`src/design/wiag_pkg.sv`:
```
package wiag_pkg;

   // CSR port geometry: four 64-bit registers at byte addresses 0, 8, 16, 24
   localparam int unsigned CSR_ADDR_BITS = 5;
   localparam int unsigned CSR_DATA_BITS = 64;
   localparam int unsigned CFG_BITS      = 64;
   localparam int unsigned NUM_DIMS_BITS = 3;
   localparam logic [NUM_DIMS_BITS-1:0] NUM_DIMS_RESET = 3'd2;

   // Register index, taken from paddr[4:3]
   typedef enum logic [1:0] {
      REG_NUM_DIMS      = 2'd0,
      REG_DEST_EXTENTS  = 2'd1,
      REG_SRC_EXTENTS   = 2'd2,
      REG_INSERT_ORIGIN = 2'd3
   } reg_index_type;

   // Setup sequencer states
   typedef enum logic [2:0] {
      ST_IDLE   = 3'b001,
      ST_STRIDE = 3'b010,
      ST_ACCUM  = 3'b100
   } setup_state_type;

   // Setup status seen by the index walker and the top level
   typedef struct packed {
      logic busy;   // tables not ready, hold off transfers
      logic load;   // restart the walk at the base address
      logic oob;    // window exceeds the destination in a used dimension
      logic empty;  // a used source extent is zero
   } setup_status_type;

endpackage

```
`src/design/wiag_setup.sv`:
```
module wiag_setup #(
   parameter int unsigned MAX_DIMS    = 4,
   parameter int unsigned EXTENT_BITS = 16,
   parameter int unsigned ADDR_BITS   = 32
) (
   input  logic                           clock,
   input  logic                           reset,
   input  logic                           start,
   input  logic                           used     [MAX_DIMS],
   input  logic [EXTENT_BITS-1:0]         dest_ext [MAX_DIMS],
   input  logic [EXTENT_BITS-1:0]         src_ext  [MAX_DIMS],
   input  logic [EXTENT_BITS-1:0]         origin   [MAX_DIMS],
   output wiag_pkg::setup_status_type     status,
   output logic [ADDR_BITS-1:0]           base_addr,
   output logic [ADDR_BITS-1:0]           delta    [MAX_DIMS]
);

   localparam int unsigned DIM_IDX_BITS = (MAX_DIMS > 1) ? $clog2(MAX_DIMS) : 1;
   localparam logic [DIM_IDX_BITS-1:0] LAST_DIM = DIM_IDX_BITS'(MAX_DIMS - 1);

   wiag_pkg::setup_state_type state_ff, state_in;
   logic [DIM_IDX_BITS-1:0]   dim_ff, dim_in;
   logic                      load_ff, load_in;
   logic [ADDR_BITS-1:0]      stride_ff, stride_in;
   logic [EXTENT_BITS-1:0]    prev_de_ff, prev_de_in;
   logic [ADDR_BITS-1:0]      base_ff, base_in;
   logic [ADDR_BITS-1:0]      wrap_ff, wrap_in;
   logic [ADDR_BITS-1:0]      delta_ff [MAX_DIMS];
   logic [ADDR_BITS-1:0]      delta_in;
   logic                      oob_ff, oob_in;
   logic                      empty_ff, empty_in;

   logic [EXTENT_BITS-1:0]    se_cur;
   logic [EXTENT_BITS-1:0]    se_m1;
   logic [EXTENT_BITS:0]      reach;
   logic [ADDR_BITS-1:0]      origin_term;
   logic [ADDR_BITS-1:0]      wrap_term;

   // Stride step multiplies in the previous extent; accumulate step adds origin and wrap terms
   always_comb begin
      se_cur      = src_ext[dim_ff];
      se_m1       = se_cur - EXTENT_BITS'(1);
      reach       = {1'b0, origin[dim_ff]} + {1'b0, se_cur};
      origin_term = ADDR_BITS'(origin[dim_ff]) * stride_ff;
      wrap_term   = ADDR_BITS'(se_m1) * stride_ff;

      state_in   = state_ff;
      dim_in     = dim_ff;
      load_in    = 1'b0;
      stride_in  = stride_ff;
      prev_de_in = prev_de_ff;
      base_in    = base_ff;
      wrap_in    = wrap_ff;
      delta_in   = stride_ff - wrap_ff;
      oob_in     = oob_ff;
      empty_in   = empty_ff;

      case (state_ff)
         wiag_pkg::ST_IDLE: begin
            state_in = wiag_pkg::ST_IDLE;
         end
         wiag_pkg::ST_STRIDE: begin
            if (dim_ff == '0) begin
               stride_in = ADDR_BITS'(1);
               base_in   = '0;
               wrap_in   = '0;
               oob_in    = 1'b0;
               empty_in  = 1'b0;
            end else begin
               stride_in = stride_ff * ADDR_BITS'(prev_de_ff);
            end
            state_in = wiag_pkg::ST_ACCUM;
         end
         wiag_pkg::ST_ACCUM: begin
            prev_de_in = dest_ext[dim_ff];
            if (used[dim_ff]) begin
               base_in  = base_ff + origin_term;
               wrap_in  = wrap_ff + wrap_term;
               oob_in   = oob_ff | (reach > {1'b0, dest_ext[dim_ff]});
               empty_in = empty_ff | (se_cur == '0);
            end
            if (dim_ff == LAST_DIM) begin
               state_in = wiag_pkg::ST_IDLE;
               load_in  = 1'b1;
            end else begin
               dim_in   = dim_ff + DIM_IDX_BITS'(1);
               state_in = wiag_pkg::ST_STRIDE;
            end
         end
         default: begin
            state_in = wiag_pkg::ST_STRIDE;
            dim_in   = '0;
         end
      endcase

      // restart the pass on any register write
      if (start) begin
         state_in = wiag_pkg::ST_STRIDE;
         dim_in   = '0;
         load_in  = 1'b0;
      end
   end

   always_ff @(posedge clock) begin
      if (reset) begin
         state_ff <= wiag_pkg::ST_STRIDE;
         dim_ff   <= '0;
         load_ff  <= 1'b0;
      end else begin
         state_ff <= state_in;
         dim_ff   <= dim_in;
         load_ff  <= load_in;
      end
   end

   always_ff @(posedge clock) begin
      stride_ff  <= stride_in;
      prev_de_ff <= prev_de_in;
      base_ff    <= base_in;
      wrap_ff    <= wrap_in;
      oob_ff     <= oob_in;
      empty_ff   <= empty_in;
      if (state_ff == wiag_pkg::ST_ACCUM) begin
         delta_ff[dim_ff] <= delta_in;
      end
   end

   always_comb begin
      status.busy  = (state_ff != wiag_pkg::ST_IDLE) || load_ff;
      status.load  = load_ff;
      status.oob   = oob_ff;
      status.empty = empty_ff;
   end

   assign base_addr = base_ff;

   generate
      for (genvar d = 0; d < MAX_DIMS; d++) begin : g_delta
         assign delta[d] = delta_ff[d];
      end
   endgenerate

   // Load follows in the cycle after the final accumulate step unless a write restarts
   a_load_after_last: assert property (@(posedge clock) disable iff (reset)
      (state_ff == wiag_pkg::ST_ACCUM && dim_ff == LAST_DIM && !start) |=> load_ff)
      else $error("setup load missing after last dimension");

   // The pass always moves from a stride step to an accumulate step unless a write restarts it
   a_stride_then_accum: assert property (@(posedge clock) disable iff (reset)
      (state_ff == wiag_pkg::ST_STRIDE && !start) |=> (state_ff == wiag_pkg::ST_ACCUM))
      else $error("setup sequencer skipped accumulate step");

endmodule

```
`src/design/wiag_walk.sv`:
```
module wiag_walk #(
   parameter int unsigned MAX_DIMS    = 4,
   parameter int unsigned EXTENT_BITS = 16,
   parameter int unsigned ADDR_BITS   = 32
) (
   input  logic                           clock,
   input  logic                           reset,
   input  wiag_pkg::setup_status_type     status,
   input  logic                           advance,
   input  logic                           used    [MAX_DIMS],
   input  logic [EXTENT_BITS-1:0]         src_ext [MAX_DIMS],
   input  logic [ADDR_BITS-1:0]           base_addr,
   input  logic [ADDR_BITS-1:0]           delta   [MAX_DIMS],
   output logic [ADDR_BITS-1:0]           cur_addr,
   output logic                           cur_last
);

   logic [EXTENT_BITS-1:0] index_ff [MAX_DIMS];
   logic [EXTENT_BITS-1:0] index_in [MAX_DIMS];
   logic [ADDR_BITS-1:0]   addr_ff, addr_in;

   logic                   at_end   [MAX_DIMS];
   logic                   carry    [MAX_DIMS+1];
   logic [ADDR_BITS-1:0]   step;
   logic                   wrap_all;

   // Carry chain over the dimensions, dimension zero first
   always_comb begin
      carry[0] = 1'b1;
      step     = '0;
      for (int d = 0; d < MAX_DIMS; d++) begin
         at_end[d] = !used[d] ||
            (({1'b0, index_ff[d]} + (EXTENT_BITS+1)'(1)) >= {1'b0, src_ext[d]});
         carry[d+1] = carry[d] && at_end[d];
         if (!used[d] || (carry[d] && at_end[d])) begin
            index_in[d] = '0;
         end else if (carry[d]) begin
            index_in[d] = index_ff[d] + EXTENT_BITS'(1);
         end else begin
            index_in[d] = index_ff[d];
         end
         // exactly one dimension takes the increment unless all wrap
         if (carry[d] && !at_end[d]) begin
            step = step | delta[d];
         end
      end
      wrap_all = carry[MAX_DIMS];
      addr_in  = wrap_all ? base_addr : (addr_ff + step);
   end

   always_ff @(posedge clock) begin
      if (reset) begin
         for (int d = 0; d < MAX_DIMS; d++) begin
            index_ff[d] <= '0;
         end
      end else if (status.load) begin
         for (int d = 0; d < MAX_DIMS; d++) begin
            index_ff[d] <= '0;
         end
      end else if (advance) begin
         index_ff <= index_in;
      end
   end

   always_ff @(posedge clock) begin
      if (status.load) begin
         addr_ff <= base_addr;
      end else if (advance) begin
         addr_ff <= addr_in;
      end
   end

   assign cur_addr = addr_ff;
   assign cur_last = wrap_all;

   // No pixel moves the walk while the setup tables are being rebuilt
   a_no_advance_busy: assert property (@(posedge clock) disable iff (reset)
      status.busy |-> !advance)
      else $error("walk advanced during setup");

   // A last pixel returns the walk to the base address
   a_last_restarts: assert property (@(posedge clock) disable iff (reset)
      (advance && wrap_all && !status.load) |=> (addr_ff == $past(base_addr)))
      else $error("walk did not restart at base address");

endmodule

```
`src/design/wiag_out_fifo.sv`:
```
module wiag_out_fifo #(
   parameter int unsigned WIDTH = 98
) (
   input  logic             clock,
   input  logic             reset,
   input  logic             push,
   input  logic [WIDTH-1:0] push_data,
   output logic             not_full,
   output logic             out_valid,
   input  logic             out_ready,
   output logic [WIDTH-1:0] out_data
);

   logic [WIDTH-1:0] mem [2];
   logic             wr_ptr_ff, wr_ptr_in;
   logic             rd_ptr_ff, rd_ptr_in;
   logic [1:0]       count_ff, count_in;
   logic             pop;

   // Two entries let a new transfer in while the previous result waits
   always_comb begin
      pop       = out_valid && out_ready;
      wr_ptr_in = wr_ptr_ff ^ push;
      rd_ptr_in = rd_ptr_ff ^ pop;
      count_in  = count_ff;
      if (push && !pop) begin
         count_in = count_ff + 2'd1;
      end else if (pop && !push) begin
         count_in = count_ff - 2'd1;
      end
   end

   always_ff @(posedge clock) begin
      if (reset) begin
         wr_ptr_ff <= 1'b0;
         rd_ptr_ff <= 1'b0;
         count_ff  <= 2'd0;
      end else begin
         wr_ptr_ff <= wr_ptr_in;
         rd_ptr_ff <= rd_ptr_in;
         count_ff  <= count_in;
      end
   end

   always_ff @(posedge clock) begin
      if (push) begin
         mem[wr_ptr_ff] <= push_data;
      end
   end

   assign not_full  = (count_ff != 2'd2);
   assign out_valid = (count_ff != 2'd0);
   assign out_data  = mem[rd_ptr_ff];

   // Occupancy never exceeds the two entries
   a_count_range: assert property (@(posedge clock) disable iff (reset)
      count_ff <= 2'd2)
      else $error("output queue count out of range");

   // Nothing is pushed into a full queue
   a_no_overflow: assert property (@(posedge clock) disable iff (reset)
      push |-> not_full)
      else $error("output queue overflow");

   // A push without a pop adds exactly one entry
   a_count_up: assert property (@(posedge clock) disable iff (reset)
      (push && !pop) |=> (count_ff == $past(count_ff) + 2'd1))
      else $error("output queue count did not follow push");

endmodule

```
`src/design/nd_window_insert_address_gen.sv`:
```
// Channel | Direction | Ports                               | Transfer
// req     | in        | req_pixel_value                     | req_valid & req_ready
// rsp     | out       | rsp_dest_address, rsp_pixel_out,    | rsp_valid & rsp_ready
//         |           | rsp_write_enable, rsp_last_pixel,   |
//         |           | rsp_out_of_bounds                   |
// csr     | in/out    | APB: psel, penable, pwrite, paddr,  | psel & penable & pwrite
//         |           | pwdata, prdata, pready              |
//
// One pixel per cycle while req_ready is high; its result is queued at the transfer and offered in order.
// Address per pixel is one add of a precomputed per-dimension delta to the running address.
// After reset and after every register write the setup sequencer rebuilds strides, base
// and deltas, a stride and an accumulate step per dimension, then a load; req_ready stays low.
// Reset is synchronous; it restores the registers and starts the setup pass.
// A two-entry output queue keeps req_ready off the rsp_ready path; stalls on rsp hold it.
module nd_window_insert_address_gen #(
   parameter int unsigned MAX_DIMS    = 4,
   parameter int unsigned EXTENT_BITS = 16,
   parameter int unsigned PIXEL_BITS  = 32,
   parameter int unsigned ADDR_BITS   = 32
) (
   input  logic                                clock,
   input  logic                                reset,
   // input channel
   input  logic                                req_valid,
   output logic                                req_ready,
   input  logic [PIXEL_BITS-1:0]               req_pixel_value,
   // result channel
   output logic                                rsp_valid,
   input  logic                                rsp_ready,
   output logic [ADDR_BITS-1:0]                rsp_dest_address,
   output logic [PIXEL_BITS-1:0]               rsp_pixel_out,
   output logic                                rsp_write_enable,
   output logic                                rsp_last_pixel,
   output logic                                rsp_out_of_bounds,
   // configuration port
   input  logic                                csr_psel,
   input  logic                                csr_penable,
   input  logic                                csr_pwrite,
   input  logic [wiag_pkg::CSR_ADDR_BITS-1:0]  csr_paddr,
   input  logic [wiag_pkg::CSR_DATA_BITS-1:0]  csr_pwdata,
   output logic [wiag_pkg::CSR_DATA_BITS-1:0]  csr_prdata,
   output logic                                csr_pready
);

   localparam int unsigned RESULT_BITS = ADDR_BITS + PIXEL_BITS + 3;

   logic [wiag_pkg::NUM_DIMS_BITS-1:0] num_dims_ff;
   logic [wiag_pkg::CFG_BITS-1:0]      dest_extents_ff;
   logic [wiag_pkg::CFG_BITS-1:0]      src_extents_ff;
   logic [wiag_pkg::CFG_BITS-1:0]      insert_origin_ff;

   wiag_pkg::reg_index_type    csr_index;
   logic                       csr_write;

   logic                       used     [MAX_DIMS];
   logic [EXTENT_BITS-1:0]     dest_ext [MAX_DIMS];
   logic [EXTENT_BITS-1:0]     src_ext  [MAX_DIMS];
   logic [EXTENT_BITS-1:0]     origin   [MAX_DIMS];

   wiag_pkg::setup_status_type status;
   logic [ADDR_BITS-1:0]       base_addr;
   logic [ADDR_BITS-1:0]       delta [MAX_DIMS];
   logic [ADDR_BITS-1:0]       cur_addr;
   logic                       cur_last;

   logic                       fifo_not_full;
   logic                       req_xfer;
   logic                       window_ok;
   logic [RESULT_BITS-1:0]     result;
   logic [RESULT_BITS-1:0]     rsp_data;

   // Register file write: setup and access phases, pready tied high
   assign csr_pready = 1'b1;
   assign csr_index  = wiag_pkg::reg_index_type'(csr_paddr[4:3]);
   assign csr_write  = csr_psel && csr_penable && csr_pwrite;

   always_ff @(posedge clock) begin
      if (reset) begin
         num_dims_ff      <= wiag_pkg::NUM_DIMS_RESET;
         dest_extents_ff  <= '0;
         src_extents_ff   <= '0;
         insert_origin_ff <= '0;
      end else if (csr_write) begin
         case (csr_index)
            wiag_pkg::REG_NUM_DIMS:
               num_dims_ff <= csr_pwdata[wiag_pkg::NUM_DIMS_BITS-1:0];
            wiag_pkg::REG_DEST_EXTENTS:  dest_extents_ff  <= csr_pwdata;
            wiag_pkg::REG_SRC_EXTENTS:   src_extents_ff   <= csr_pwdata;
            wiag_pkg::REG_INSERT_ORIGIN: insert_origin_ff <= csr_pwdata;
            default: num_dims_ff <= num_dims_ff;
         endcase
      end
   end

   // Register read back
   always_comb begin
      case (csr_index)
         wiag_pkg::REG_NUM_DIMS:
            csr_prdata = wiag_pkg::CSR_DATA_BITS'(num_dims_ff);
         wiag_pkg::REG_DEST_EXTENTS:  csr_prdata = dest_extents_ff;
         wiag_pkg::REG_SRC_EXTENTS:   csr_prdata = src_extents_ff;
         wiag_pkg::REG_INSERT_ORIGIN: csr_prdata = insert_origin_ff;
         default:                     csr_prdata = '0;
      endcase
   end

   // Unpack per-dimension fields; a field past the 64-bit register reads zero.
   // Dimension zero is always used; a count above MAX_DIMS caps naturally.
   generate
      for (genvar d = 0; d < MAX_DIMS; d++) begin : g_dim
         if (d == 0) begin : g_first
            assign used[d] = 1'b1;
         end else begin : g_rest
            assign used[d] = (num_dims_ff > wiag_pkg::NUM_DIMS_BITS'(d));
         end
         if ((d + 1) * EXTENT_BITS <= wiag_pkg::CFG_BITS) begin : g_fit
            assign dest_ext[d] = dest_extents_ff[d*EXTENT_BITS +: EXTENT_BITS];
            assign src_ext[d]  = src_extents_ff[d*EXTENT_BITS +: EXTENT_BITS];
            assign origin[d]   = insert_origin_ff[d*EXTENT_BITS +: EXTENT_BITS];
         end else begin : g_zero
            assign dest_ext[d] = '0;
            assign src_ext[d]  = '0;
            assign origin[d]   = '0;
         end
      end
   endgenerate

   wiag_setup #(
      .MAX_DIMS    (MAX_DIMS),
      .EXTENT_BITS (EXTENT_BITS),
      .ADDR_BITS   (ADDR_BITS)
   ) u_setup (
      .clock     (clock),
      .reset     (reset),
      .start     (csr_write),
      .used      (used),
      .dest_ext  (dest_ext),
      .src_ext   (src_ext),
      .origin    (origin),
      .status    (status),
      .base_addr (base_addr),
      .delta     (delta)
   );

   // Accept while the tables are ready and the output queue has room
   assign req_ready = fifo_not_full && !status.busy;
   assign req_xfer  = req_valid && req_ready;

   wiag_walk #(
      .MAX_DIMS    (MAX_DIMS),
      .EXTENT_BITS (EXTENT_BITS),
      .ADDR_BITS   (ADDR_BITS)
   ) u_walk (
      .clock     (clock),
      .reset     (reset),
      .status    (status),
      .advance   (req_xfer),
      .used      (used),
      .src_ext   (src_ext),
      .base_addr (base_addr),
      .delta     (delta),
      .cur_addr  (cur_addr),
      .cur_last  (cur_last)
   );

   // Suppress the write and zero the address for an invalid window
   assign window_ok = !status.oob && !status.empty;
   assign result = {(window_ok ? cur_addr : {ADDR_BITS{1'b0}}),
                    req_pixel_value, window_ok, cur_last, status.oob};

   wiag_out_fifo #(
      .WIDTH (RESULT_BITS)
   ) u_out_fifo (
      .clock     (clock),
      .reset     (reset),
      .push      (req_xfer),
      .push_data (result),
      .not_full  (fifo_not_full),
      .out_valid (rsp_valid),
      .out_ready (rsp_ready),
      .out_data  (rsp_data)
   );

   assign rsp_dest_address  = rsp_data[RESULT_BITS-1 -: ADDR_BITS];
   assign rsp_pixel_out     = rsp_data[PIXEL_BITS+2:3];
   assign rsp_write_enable  = rsp_data[2];
   assign rsp_last_pixel    = rsp_data[1];
   assign rsp_out_of_bounds = rsp_data[0];

endmodule
```
`config.mk`:
```
export PLATFORM = sky130hd
export DESIGN_NAME = nd_window_insert_address_gen
export DESIGN_NICKNAME = d
export VERILOG_FILES = /design/src/design/wiag_pkg.sv /design/src/design/wiag_setup.sv /design/src/design/wiag_walk.sv /design/src/design/wiag_out_fifo.sv /design/src/design/nd_window_insert_address_gen.sv
export SDC_FILE = /design/constraint.sdc
export NUM_CORES = 2
export LEC_CHECK = 0
export ABC_CLOCK_PERIOD_IN_PS = 20400
export BUFFER_PORTS_ARGS = -buffer_cell sky130_fd_sc_hd__buf_2
export CAP_MARGIN = 20
export CORE_MARGIN = 5
export CORE_UTILIZATION = 25
export DETAILED_ROUTE_END_ITERATION = 8
export PLACE_DENSITY_LB_ADDON = 0.2
export SLEW_MARGIN = 20
export SYNTH_ARGS = -nofsm -noshare
export SYNTH_HDL_FRONTEND = slang
export SYNTH_SLANG_ARGS = --single-unit
```
`constraint.sdc`:
```
create_clock -name clock -period 20.4 [get_ports clock]
set_clock_uncertainty 0.2 [all_clocks]
set_input_delay 4.08 -clock clock [delete_from_list [all_inputs] [get_ports clock]]
set_output_delay 4.08 -clock clock [all_outputs]
set_load 0.02 [all_outputs]
```
======== After elaboration in Yosys (flattened, before gate mapping) ========
Memories as Yosys holds them, arrays and structs flattened. A register that Yosys moved wholly into a read port is not among the register bits.
Cells that the tools add are included.
storage, ports and cells
  flip-flop bits (word level) ............. 415
  bits in latches ......................... 0
  bits in writable memories ............... 262
  bits in read-only memories .............. 0
  input port bits ......................... 108
  output and inout port bits .............. 134
  memories ................................ 2
cells by class
  $add $sub $neg .......................... 17
  multiply operators ...................... 3
  div/mod/pow operators ................... 0
  $lt $le $gt $ge ......................... 9
  eq/ne operators ......................... 12
  shift-type cells ........................ 0
  mux-type cells .......................... 50
  bitwise gates (word level) .............. 10
  reduce and logical (&&, ||, !) cells .... 55
memory list
  memory            words  bits a word  rd ports  clocked after Yosys merged registers in  wr ports  RTL line             text
  u_out_fifo.mem    2      67           1         1                                        1         wiag_out_fifo.sv:14  logic [WIDTH-1:0] mem [2];
  u_setup.delta_ff  4      32           4         0                                        1         wiag_setup.sv:28     logic [ADDR_BITS-1:0] delta_ff [MAX_DIMS];
operators with widths
  operator                 count
  $mux W32                 11
  $pmux W64 S4             1
  $mux W16                 13
  $pmux W32 S2             2
  $add A32 B32 Y32         3
  $bmux W16 S2             3
  $or A32 B32 Y32          3
  $add A16 B1 Y17 const B  4
  $ge A17 B16 Y1           4
  $add A16 B1 Y16 const B  4
  $mul A16 B32 Y32         2
  $mul A32 B16 Y32         1
  $sub A32 B32 Y32         1
  $add A16 B16 Y17         1
  $gt A17 B16 Y1           1
  $logic_not A16 Y1        1
  $reduce_and A2 Y1        8
  $sub A16 B1 Y16 const B  1
  $logic_and A1 B1 Y1      14
  $reduce_bool A2 Y1       7
  $logic_not A1 Y1         11
  $mux W1                  11
  $pmux W3 S3              1
  $mux W2                  4
  other kinds (25)         44

======== Logic depth before layout (Yosys ltp) ========
  depth in word-level cells ............... 14
  depth in mapped cells ................... 37

======== Modules after synthesis ========
From an unflattened synthesis, not the netlist that was laid out.
unflattened totals
  cells, all modules ...................... 7,388
  area, all modules ....................... 71,507.3 µm²
by module, submodules not included
  module                        instances  cells each  area an instance (µm²)  seq. area each (µm²)
  wiag_setup                    1          5,086       47,986.0                7,387.1
  nd_window_insert_address_gen  1          898         9,449.1                 3,903.7
  wiag_walk                     1          1,175       8,953.6                 2,242.2
  wiag_out_fifo                 1          229         5,118.7                 4,103.9

======== Worst setup path after synthesis ========
No wires, ideal clock.
  kind .................................... input port to output port
  start ................................... input port csr_paddr[3] (netlist bit)
  end ..................................... output port csr_prdata[10] (netlist bit)
  arrival time ............................ 5.355 ns
  data required time ...................... 16.120 ns
  slack ................................... 10.765 ns
  stages .................................. 6
  path buffers ............................ 3
  cell sequence ........................... clkbuf_1 > clkbuf_1 > clkbuf_1 > nand2_1 > o21ai_0 > a22o_1
between the ends
  word-level cells in the longest chain between the ends .. 2
  elaborated cells between the ends (all ways) .. 5
ends and longest elaborated chain
  element                               RTL line                            text
  start: declaration                    nd_window_insert_address_gen.sv:39  input logic [wiag_pkg::CSR_ADDR_BITS-1:0] csr_paddr,
  $eq A2 B2 Y1 (tied with other cells)  nd_window_insert_address_gen.sv:97  case (csr_index)
  $pmux W64 S4 (*)                      nd_window_insert_address_gen.sv:97
  end: declaration                      nd_window_insert_address_gen.sv:41  output logic [wiag_pkg::CSR_DATA_BITS-1:0] csr_prdata,
Mark *: on every way between the ends. The rest lies on a longest branch, timed or not.

======== Final worst setup path ========
  start ................................... input port csr_paddr[3] (netlist bit)
  end ..................................... output port csr_prdata[39] (netlist bit)
Same word-level chain as after synthesis.

==> metrics.md <==
| Metric | Value |
|---|---|
| Status | finished clean |
| Storage cell area | around 18,000 sq um |
| # DRC | 0 |
| # H-tree levels | 3 |
| Most used cell, CP | buf_4 |
| Worst Max-Slew Pin Slew | around 1.2 ns |
| Post-CTS Setup Inserts | 0 |
| DR WL/cell | 20.2 microns |
| Yosys reg bits | 677 |
| Post-synth EDFFs | 408 |
| Distinct cells, synth | 77 |
| Core Area | between 200,000 and 300,000 sq um |
| PortBufs | 237 |
| DR vias | 51,799 |
| Final Slew Violations | 0 |
| Rel. slew slack | 0.209 |
| Max-cap viol count | 0 |
| Layout Nets | 8,922 |
| Ys flop type | edfxtp_1 |
| I/O pins | 242 |
| Synth warnings | 0 |
| Worst-Skew Late Latency | about 0.73 ns |
| Synth top area share | 0.282 |
| Pin count of the biggest net entering global routing | 74 |
| Synth area leaders | fa_1, edfxtp_1, dfxtp_1, nand2_1, ha_1 |
| Area grow syn2layout | 11.7% |
| Clock Tree Buf Depth | 3 |
| CTS Buf Count | 85 |
| Crit path max-delay cell type | nor2b_4 |
| Area of the multi-input gates | 45,700 sq um |
| Initial Utilization | 0.251 |
| Number of routed nets with antenna violations | 0 |
| Die width | approximately 540 microns |
| Type of destination of the critical path | primary output |
| DRT iter0 DRCs | 3,224 |
| CP max stage delay | 0.73 ns |
| Initial antenna violation count | 11 |
| Vias in the first global route | 54,312 |
| Post-DR vias/cell | 4.61 |
| Worst reg2reg startpoint | u_setup.dim_ff[0] |
| CTS tree | done |
| Hold_sp | insert_origin_ff[40] |
| Rows | 193 |
| Number of cells on the critical path | 5 |
| Worst min path class | register to register |
| WP data required | 16.12 ns |
| Die extent in y | 537 microns |
| Crit path max-delay family | buffers and inverters |
| Detail Placement HPWL | 166,000 microns |
| Share of cells above drive strength 1 | 0.0871 |
| Final TNS setup | 0 ns |
| Share of synthesized registers carrying an async set or reset | 0 |
| Root Buffer | clkbuf_16 |
| FF-to-FF path depth | 26 |
| Fillers | 29,582 |
| Critical path origin | csr_paddr[3] |
| F_max | slightly above 90 MHz |
| Gpl congestion | 0.819 |
| Post-CTS Hold Fix Bufs | 0 |
| Min Clock Period, post-route | 10.87 ns |
| Drt first pass iters | 5 |
| Final Hold Fails | 0 |
| Final period utilization | 0.533 |
| Avg Cell Area, Syn | 9.31 sq um |
| GR Util All Layers | 0.158 |
| Critical Path Source Type | primary input |
| Max Fanout on Critical Path | 68 |
| Unrepaired setup endpoints after global routing | false |
| Worst hold path depth | 2 |
| GRT overflow | 0 |
| Setup CP Type | primary input to primary output |
| Setup-failing EPs final | 0 |
| Synthesized area | 69,300 sq um |
| Worst path cell trace | buf_4 > nor2b_4 > buf_4 > a22o_1 > buf_2 |
| Clock-pin slew on the worst setup and hold paths | ~0.06 ns |
| Clock sinks | 677 |
| DIE AREA | 288,000 sq um |
| Post-synthesis sequential area ratio | 0.254 |
| CP arrival | 6.59 ns |
| Final wirelength | 227,000 microns |
| Post-CTS Resized | 0 |
| Global-route wire length before repair | 348,000 microns |
| Yosys top cell by area | fa_1 |
| Syn Nets | 8,903 |
| Synth Instances | 7,448 |
| Buffers and inverters on the worst path | 3 |
-- registers in the layout, summed over array words and instances (netlist names), 64 cells and up --
signal	flops
u_walk.index_ff	64
u_setup.delta_ff	128
dest_extents_ff	64
u_out_fifo.mem	134
insert_origin_ff	64
src_extents_ff	64
-- placed cells by master (no fill, tap or decap), drive strengths merged, types with 10 or more instances in the layout --
master | netlist | final
and2 | 318 | 318
a21o | 103 | 103
nand3 | 50 | 50
o21ai | 227 | 227
o211ai | 12 | 12
a21oi | 381 | 381
a22o | 61 | 61
or2 | 10 | 10
and3 | 38 | 38
ha | 372 | 372
buf | 48 | 340
a21boi | 11 | 11
nand4 | 23 | 23
nor2b | 45 | 45
nand3b | 31 | 31
a31oi | 20 | 20
nand2b | 51 | 51
xor2 | 116 | 116
fa | 975 | 975
nor3 | 42 | 42
o21bai | 15 | 15
nand2 | 1425 | 1425
nor2 | 257 | 257
o21a | 28 | 28
or3 | 15 | 15
a211oi | 16 | 16
mux4 | 50 | 50
clkinv | 0 | 28
xnor2 | 183 | 183
edfxtp | 408 | 408
a22oi | 76 | 76
dfxtp | 269 | 269
mux2 | 74 | 74
inv | 1235 | 1239
clkbuf | 360 | 110
-- layout make-up --
| cell class | instances | area share |
|---|---|---|
| Antenna cell | 7 | 0.000226 |
| Clock buffer | 110 | 0.0303 |
| Clock inverter | 43 | 0.00593 |
| Inverter | 1235 | 0.0599 |
| Multi-Input combinational cell | 5128 | 0.590 |
| Sequential cell | 677 | 0.228 |
| Tap cell | 3705 | 0.0599 |
| Timing Repair Buffer | 340 | 0.0255 |
-- metal layers --
layer / track usage / vias to the layer above / wire length (microns)
li1: - / 23504 / -
met1: 0.216 / 26823 / 103000
met2: 0.265 / 1227 / 109000
met3: 0.0184 / 243 / 9770
met4: 0.0413 / 2 / 6120
met5: 0 / - / 14
-- synthesized netlist by cell type, types with 40 or more instances --
cell type	n
dfxtp_1	269
a21oi_1	381
a22oi_1	76
nand2_1	1425
a22o_1	61
ha_1	372
mux4_2	50
clkbuf_1	360
nor2_1	257
inv_1	1234
xor2_1	116
nand2b_1	50
fa_1	975
edfxtp_1	408
nand3_1	50
o21ai_0	224
nor3_1	40
buf_1	42
nor2b_1	45
xnor2_1	181
mux2_2	74
a21o_1	103
and2_1	317
-- stage by stage --
stage | hold WS, ns | setup slack (ns) | std cells | instance area, sq um | util
detailed placement | 0.257 | 9.60 | 11084 | 74600 | 0.270
CTS | 0.266 | 9.59 | 11237 | 77400 | 0.280
finish | 0.267 | 9.53 | 11245 | 77400 | 0.280
global route | 0.276 | 9.49 | 11240 | 77400 | 0.280
floorplan | 0.243 | 10.77 | 7448 | 69300 | -
global placement | 0.254 | 9.56 | 11084 | 74600 | 0.270
-- worst paths after layout --
| path | to | slack [ns] |
|---|---|---|
| max reg2reg | u_setup.wrap_ff[31] | 9.89 |
| min reg2reg | insert_origin_ff[40] | 0.27 |
| max | csr_prdata[39] | 9.53 |
| min | insert_origin_ff[40] | 0.27 |
-- worst min-delay path, cell delays in order, from the launching register on --
cell	delay (ns)
dfxtp_1	0.32
nand2_1	0.05
a21oi_1	0.05
-- kinds of logic (layout without fill, tap and decap cells) --
group,Yosys count,after routing,synth area share
flops,677,677,0.254
buf+inv,1643,1728,0.0893
fa+ha+maj,1347,1347,0.349
mux,128,128,0.0288
other cells,1,8,0.0000541
simple gates,2336,2336,0.150
xor+xnor,300,300,0.0383
compound gates,1016,1016,0.0900
Power is not shown: default switching activity piles up to over one toggle a cycle in this logic, so the estimate is an artifact.
